==> src/rtl/pes_pkg.sv <==
// ----------------------------------------------------------------------------
// pes_pkg
// Shared constants and types for the product-except-self block.
// ----------------------------------------------------------------------------
package pes_pkg;

   localparam int MAX_ELEMS_DEF = 64;
   localparam int DATA_W        = 32;

   typedef struct packed {
      logic a_push;
      logic a_pop;
      logic b_push;
      logic b_pop;
   } pes_ctrl_type;

endpackage

==> src/rtl/pes_cell.sv <==
// ----------------------------------------------------------------------------
// pes_cell
// One stack cell: holds a loaded element and a reordered element/suffix pair,
// shifting toward or away from the head together with its neighbors.
// ----------------------------------------------------------------------------
module pes_cell
   import pes_pkg::*;
(
   input  logic              clock,
   input  pes_ctrl_type      ctrl,
   input  logic [DATA_W-1:0] a_left,
   input  logic [DATA_W-1:0] a_right,
   input  logic [DATA_W-1:0] be_left,
   input  logic [DATA_W-1:0] be_right,
   input  logic [DATA_W-1:0] bs_left,
   input  logic [DATA_W-1:0] bs_right,
   output logic [DATA_W-1:0] a_out,
   output logic [DATA_W-1:0] be_out,
   output logic [DATA_W-1:0] bs_out
);

   logic [DATA_W-1:0] a_ff, be_ff, bs_ff;

   always_ff @(posedge clock) begin
      if (ctrl.a_push) begin
         a_ff <= a_left;
      end else if (ctrl.a_pop) begin
         a_ff <= a_right;
      end
      if (ctrl.b_push) begin
         be_ff <= be_left;
         bs_ff <= bs_left;
      end else if (ctrl.b_pop) begin
         be_ff <= be_right;
         bs_ff <= bs_right;
      end
   end

   assign a_out  = a_ff;
   assign be_out = be_ff;
   assign bs_out = bs_ff;

endmodule

==> config.mk <==
export PLATFORM = sky130hd
export DESIGN_NAME = pes_cell
export DESIGN_NICKNAME = d
export VERILOG_FILES = /design/src/rtl/pes_pkg.sv /design/src/rtl/pes_cell.sv
export SDC_FILE = /design/constraint.sdc
export NUM_CORES = 1
export LEC_CHECK = 0
export BUFFER_PORTS_ARGS = -buffer_cell sky130_fd_sc_hd__buf_2
export CORE_AREA = 2 2 114 116
export CTS_CLUSTER_SIZE = 40
export DETAILED_ROUTE_END_ITERATION = 8
export DIE_AREA = 0 0 116 118
export GPL_ROUTABILITY_DRIVEN = 0
export PLACE_DENSITY_LB_ADDON = 0.08
export SLEW_MARGIN = 0
export SYNTH_ARGS = -nofsm -noshare
export SYNTH_HDL_FRONTEND = slang
export SYNTH_SLANG_ARGS = --single-unit
export TNS_END_PERCENT = 10
==> constraint.sdc <==
create_clock -name clock -period 3.7 [get_ports clock]
set_input_delay 0.74 -clock clock [delete_from_list [all_inputs] [get_ports clock]]
set_output_delay 0.74 -clock clock [all_outputs]
set_load 0.01 [all_outputs]
* Word-level counts from Yosys, hierarchy flattened
Cells that the tools add are included. W data, S select, Z words.
Storage, ports and cells: bits in registers 96, input port bits 197, output and inout port bits 96, logic and storage cells 11
Cells by class: mux-type cells 6, reduce and logical (&&, ||, !) cells 2
Operators by type and width (count):
- $mux W32 | 6
- $reduce_bool A2 Y1 | 2

* Logic depth before layout (Yosys ltp)
Gate-level depths: netlist (run 1).
depth after elaboration 2, depth in mapped cells 3, mapped depth without buffers 1

* Worst setup path before layout (run 1)
Ideal clock, no wire load.
path kind in2reg, start in ctrl[1] (netlist name), end reg be_ff[0], in the netlist be_out[0], enable pin, setup time 0.426 ns, arrival 2.489 ns, data required time 3.274 ns, slack 0.786 ns, stages on the path 3, buffers on the path 2, cells stage by stage buf_6 > buf_6 > or2_1
Between the ends: word-level cells in the longest chain between the ends 1
Ends and longest elaborated chain:
- start, declared | RTL line pes_cell.sv:10 | input pes_ctrl_type ctrl,
- $reduce_bool A2 Y1 (no line)
- end signal, assigned | RTL line pes_cell.sv:31 | be_ff <= be_left;
- end signal, assigned | RTL line pes_cell.sv:34 | be_ff <= be_right;
- end, declared | RTL line pes_cell.sv:22 | logic [DATA_W-1:0] a_ff, be_ff, bs_ff;
No other way between the ends. A chain may end at the register's enable or synchronous reset.

* Worst setup path after layout (run 1)
start in ctrl[3] (netlist name), end reg a_ff[10], in the netlist a_out[10], enable pin
Between the ends: word-level cells in the longest chain between the ends 1
Ends and longest elaborated chain:
- $reduce_bool A2 Y1 (no line)
- end signal, assigned | RTL line pes_cell.sv:26 | a_ff <= a_left;
- end signal, assigned | RTL line pes_cell.sv:28 | a_ff <= a_right;
- end, declared | RTL line pes_cell.sv:22
No other way between the ends.

==> out/qor_table.md, run 1 <==
| Result | This run |
|:---|:---|
| Count of H-tree levels built during CTS | 3 |
| First-pass GRT wire length | 15600 um |
| Total length of routed wires | 11000 um |
| Count of instances resized after the clock tree is built | 0 |
| Final period util | 50.7% |
| Die footprint | 13700 sq um |
| Number of endpoints with negative hold slack in the final report | 0 |
| Die X | 116 um |
| Overflow left after global routing | 0 |
| Setup Crit Path Kind | in2reg |
| Initial cell density of the core | 34.4% |
| RSZ-0062 raised after global routing | false |
| Synthesized flop and latch total | 96 |
| Nets in the synthesized netlist | 402 |
| TritonCTS clock tree | yes |
| Most area-hungry cell type in the Yosys netlist | sky130_fd_sc_hd__edfxtp_1 |
| Run status | completed |
| PwrDens | 440 nW/um^2 |
| Worst Hold Class | in2reg |
| Pin count of the biggest net entering global routing | 50 |
| Area used by sequential logic in the layout | 2880 sq um |
| Crit path launch type | primary input |
| DRT iter0 DRCs | 74 |
| Mean cell area of the mapped netlist | 20.8 sq um |
| Wire length per cell after detailed routing | 16.3 um |
| Maximum clock path buffer count | 2 |
| Crit Path Max Fanout | 33 |
| Std cell rows | 41 |
| Final count of negative-setup-slack endpoints | 0 |
| Vias per cell | 4.32 |
| Number of antenna violations at the first check in global routing | 0 |
| Biggest area contributors in the synthesized netlist | sky130_fd_sc_hd__edfxtp_1 (67%), sky130_fd_sc_hd__mux2_4 (17%), sky130_fd_sc_hd__mux2_2 (12%) |
| Multi-input gate area in the final layout | 1280 sq um |
| Number of max-capacitance violations reported | 0 |
| Filler Cells Inserted | 1158 |
| Post-Syn Instances | 205 |
| Initial DRT Pass Iterations | 4 |
| # hold bufs at CTS | 0 |
| Core area | 12400 sq um |
| Post-synthesis instance area | 4270 sq um |
| Clock Pin Slew Worst Setup and Hold Paths | 0.07 ns |
| Worst ir drop on vdd | 0.000261 V |
| Max-slew violations | 0 |
| Commonest cells after routing, fill and taps aside | sky130_fd_sc_hd__buf_2 (291), sky130_fd_sc_hd__edfxtp_1 (96), sky130_fd_sc_hd__mux2_4 (49) |
| Highest clock frequency the design can meet | 533 MHz |
| GRT Total Usage | 15.3% |
| Clock Root Buffer | sky130_fd_sc_hd__clkbuf_16 |
| Share of Yosys cell area claimed by the top area cell type | 67.5% |
| Buffer count from post-CTS setup fixing | 0 |
| Number of diodes | 0 |
| Count of vias placed by the detailed router | 2926 |
| Leakage Power | 2.88 nW |
| Pin slew with the least headroom to its limit | 0.718 ns |
| Synthesis Warnings | 0 |
| Final ANT Viol Nets | 0 |
| Final-stage net count | 698 |
| Count of port buffers added during placement | 292 |
| Post-layout minimum cycle time | 1.88 ns |
| Sinks on the clock net | 96 |
| Remaining design rule violation count | 0 |
| Share of cells above drive strength 1 | 80.4% |
| Arr. time, crit path | 1.83 ns |
| Number of global-route vias before repair | 3099 |
| Final core utilization | 49.6% |
| Kind of end point of the critical path | flop |
| Sequential cell area fraction in the yosys report | 67.5% |
| Number of distinct standard cells referenced by the synthesized netlist | 7 |
| Max-slew headroom | 52.1% |
| Sum of negative setup slack | 0 ns |
| Area growth from synthesis to layout | 44.2% |
| Number of buffers created by CTS | 9 |
| Data required, critical path | 3.66 ns |
| Most common library cell in the layout ignoring fill and taps | sky130_fd_sc_hd__buf_2 |
| Num ports | 293 |
| Vertical extent of the die | 118 um |
[through the flow]
stage | instance area, sq um | cells | setup WS, ns | hold slack, ns | power, mW
after floorplan | 4270 | 205 | 0.786 | 0.957 | 1.61
after global placement | 5880 | 662 | 1.47 | 1.04 | 1.86
after detailed placement | 5880 | 662 | 1.45 | 1.04 | 1.86
after CTS | 6160 | 677 | 1.80 | 0.692 | 2.75
after global routing | 6160 | 677 | 1.75 | 0.686 | 2.83
final | 6160 | 677 | 1.82 | 0.699 | 2.71
[kinds of logic (layout without fill, tap and decap cells)]
group / count (synthesis) / in the layout / synth area share [%]
muxes: 96 / 96 / 29.6
DFF: 96 / 96 / 67.5
buffers and inverters: 11 / 311 / 2.61
and+or+nand+nor: 2 / 2 / 0.293
[flip-flops by register name (all words and copies together) (netlist names)]
| name | flops |
|---|---|
| a_out | 32 |
| be_out | 32 |
| bs_out | 32 |
[final cells by class]
class,instances,share of cell area (%)
Timing Repair Buffer,296,24.5
Clock inverter,4,0.751
Multi-Input combinational cell,98,20.7
Tap cell,172,3.49
Sequential cell,96,46.8
Clock buffer,11,3.78
[worst paths after layout]
check	cells after the start	start	endpoint	slack [ns]
worst max-delay path	3	ctrl[3]	a_out[10]	1.82
worst min-delay path	2	bs_right[17]	bs_out[17]	0.70
[layer usage]
metal	global-route usage, %	vias up	routed length (um)
met3	6.23	6	1140
met2	29.1	163	5960
li1	-	1394	-
met1	15.0	1363	3850
met5	0	-	0
met4	4.09	0	97
[Yosys cell counts, drive strengths merged]
cell	instances
buf	11
edfxtp	96
mux2	96
or2	2
[worst max-delay path, cell delays in order]
cell	delay (ns)
sky130_fd_sc_hd__buf_2	0.07
sky130_fd_sc_hd__buf_4	0.34
sky130_fd_sc_hd__or2_2	0.66
[power breakdown]
part | internal (mW) | switching, mW | leakage (nW)
Clock | 0.517 | 0.363 | 0.133
Combinational | 0.251 | 0.210 | 1.77
Sequential | 1.34 | 0.0302 | 0.978
Total | 2.10 | 0.604 | 2.88
No activity file was read; power rests on OpenSTA's default activity.
==> run 2: changes to the inputs <==
Clock period 3.7 ns to 1.8 ns, I/O delays scaled along.
==> run 2 against run 1 <==
Clock power grew 92%. Global-route usage shrank 0.074 points. Die area is the same. Non-clock buffer count shrank 1. Combinational power grew 100%. Total power grew 100%. Sequential cell count is the same. Via count shrank 0.34%. Worst setup slack lost 1.3 ns. Final cell count shrank 0.15%. Hold slack lost 0.38 ns. Count of clock-buffer cells in the layout grew 1. Largest cell class unchanged.
==> out/qor_table.md, run 2 (same netlist as run 1, synthesis figures left out) <==
| Result | This run | Delta |
|:---|:---|:---|
| Run status | completed |  |
| DP Worst Slack | 0.179 ns | -1.27 ns |
| Buffer count from post-CTS setup fixing | 0 | unchanged |
| Slowest CP cell | sky130_fd_sc_hd__or2_4 |  |
| Sum of negative setup slack | 0 ns | unchanged |
| Sinks on the clock net | 96 | unchanged |
| Count of port buffers added during placement | 292 | unchanged |
| Vias per cell | 4.31 | -0.19% |
| Number of global-route vias before repair | 3042 | -1.8% |
| DRT iter0 DRCs | 188 | +150% |
| Bufs and invs on worst path | 1 | -1 |
| Std cell rows | 41 | unchanged |
| Highest clock frequency the design can meet | 803 MHz |  |
| Max stage delay on crit path | 0.71 ns | +0.05 ns |
| Share of cells above drive strength 1 | 80.1% | -0.28 points |
| Die footprint | 13700 sq um | unchanged |
| Num ports | 293 | unchanged |
| Kind of end point of the critical path | flop |  |
| Final-stage net count | 697 | -0.14% |
| Clock Pin Slew Worst Setup and Hold Paths | 0.06 ns | about the same |
| Post-DP HPWL | 8480 um |  |
| Most common library cell in the layout ignoring fill and taps | sky130_fd_sc_hd__buf_2 |  |
| Commonest cells after routing, fill and taps aside | sky130_fd_sc_hd__buf_2 (291), sky130_fd_sc_hd__edfxtp_1 (96), sky130_fd_sc_hd__mux2_4 (49) |  |
| Max-slew headroom | 39.9% | -12 points |
| Number of max-capacitance violations reported | 0 | unchanged |
| Worst ir drop on vdd | 0.000385 V | +47% |
| Worst path setup slack after routing | 0.555 ns | -1.27 ns |
| Count of instances resized after the clock tree is built | 0 | unchanged |
| Count of vias placed by the detailed router | 2916 | -0.34% |
| Max-slew violations | 0 | unchanged |
| Worst Hold Class | in2reg |  |
| Vertical extent of the die | 118 um | unchanged |
| Data required, critical path | 1.77 ns | -1.89 ns |
| Switch share | 23.1% | +0.77 points |
| TritonCTS clock tree | yes |  |
| # hold bufs at CTS | 0 | unchanged |
| Arr. time, crit path | 1.21 ns | -0.62 ns |
| Maximum clock path buffer count | 2 | unchanged |
| RSZ-0062 raised after global routing | false |  |
| Total length of routed wires | 10900 um | -1.4% |
| Final ANT Viol Nets | 0 | unchanged |
| Crit path launch type | primary input |  |
| Die X | 116 um | unchanged |
| Sequential share of power | 51.6% | +1.2 points |
| Net Sw Power | 1.25 mW | +110% |
| Number of antenna violations at the first check in global routing | 1 | +1 |
| Int Power | 4.18 mW | +99% |
| Initial cell density of the core | 34.4% | unchanged |
| Area growth from synthesis to layout | 43.4% |  |
| PwrDens | 887 nW/um^2 | +100% |
| Initial DRT Pass Iterations | 4 | unchanged |
| Count of H-tree levels built during CTS | 3 | unchanged |
| Launch point of the critical path | ctrl[1] |  |
| Filler Cells Inserted | 1176 | +1.6% |
| Crit Path Max Fanout | 64 | +94% |
| Overflow left after global routing | 0 | unchanged |
| Pin count of the biggest net entering global routing | 65 | +30% |
| Power share of the combinational group | 17.3% | +0.3 points |
| Clock Root Buffer | sky130_fd_sc_hd__clkbuf_16 |  |
| First-pass GRT wire length | 15500 um | about the same |
| Pin slew with the least headroom to its limit | 0.902 ns | +0.184 ns |
| Worst min-delay path startpoint | be_left[29] |  |
| Remaining design rule violation count | 0 | unchanged |
| Setup Crit Path Kind | in2reg |  |
| Core area | 12400 sq um | unchanged |
| Final count of negative-setup-slack endpoints | 0 | unchanged |
| Ordered list of cells on the worst path | buf_4 -> or2_4 |  |
| Number of buffers created by CTS | 9 | unchanged |
| Number of endpoints with negative hold slack in the final report | 0 | unchanged |
| Largest delay contributor family on the critical path | simple AND/OR/NAND/NOR gates |  |
| Final period util | 69.2% |  |
| Final total power | 5.43 mW | +100% |
| Wire length per cell after detailed routing | 16.1 um | -1.3% |
| Clock group share of total power | 31.0% | -1.5 points |
| Leakage Power | 2.86 nW | -0.61% |
| GRT Total Usage | 15.2% | -0.074 points |
| Post-layout minimum cycle time | 1.25 ns |  |
## run 2: final timing paths
path	depth (start not counted)	slack [ns]	to
worst min-delay path	2	0.31	be_out[29]
worst max-delay path	2	0.55	be_out[17]
## run 2: cell type report
class / instances / area, sq um / area share, %
clock buffers: 12 / 236 / 3.86
multi-input cells: 98 / 1280 / 20.9
clock inverters: 2 / 8.76 / 0.143
well taps: 172 / 215 / 3.51
repair buffers: 295 / 1500 / 24.5
diodes: 1 / 2.50 / 0.0409
flip-flops and latches: 96 / 2880 / 47.1
## run 2: metal layers
metal	vias to the layer above	GRT usage [%]	share of wire [%]
li1	1398	-	-
met1	1327	15.0	35
met2	170	27.4	52
met3	21	5.10	9.8
met4	0	8.56	3.4
met5	-	0	0
## run 2: metrics by stage
stage                     instances  cell area [sq um]  hold WS (ns)  util, %
after floorplan                 205               4270         0.577        -
after global placement          661               5880         0.659     47.3
after detailed placement        661               5880         0.663     47.3
after CTS                       675               6120         0.300     49.3
after global routing            676               6120         0.300     49.3
final                           676               6120         0.315     49.3
## run 2: power groups by stage
stage,registers [mW],clock network (mW),logic (mW)
after floorplan,3.00,0,0.321
after global placement,2.85,0,0.947
after detailed placement,2.85,0,0.959
after CTS,2.81,1.74,0.959
after global routing,2.83,1.80,1.01
final,2.80,1.69,0.940
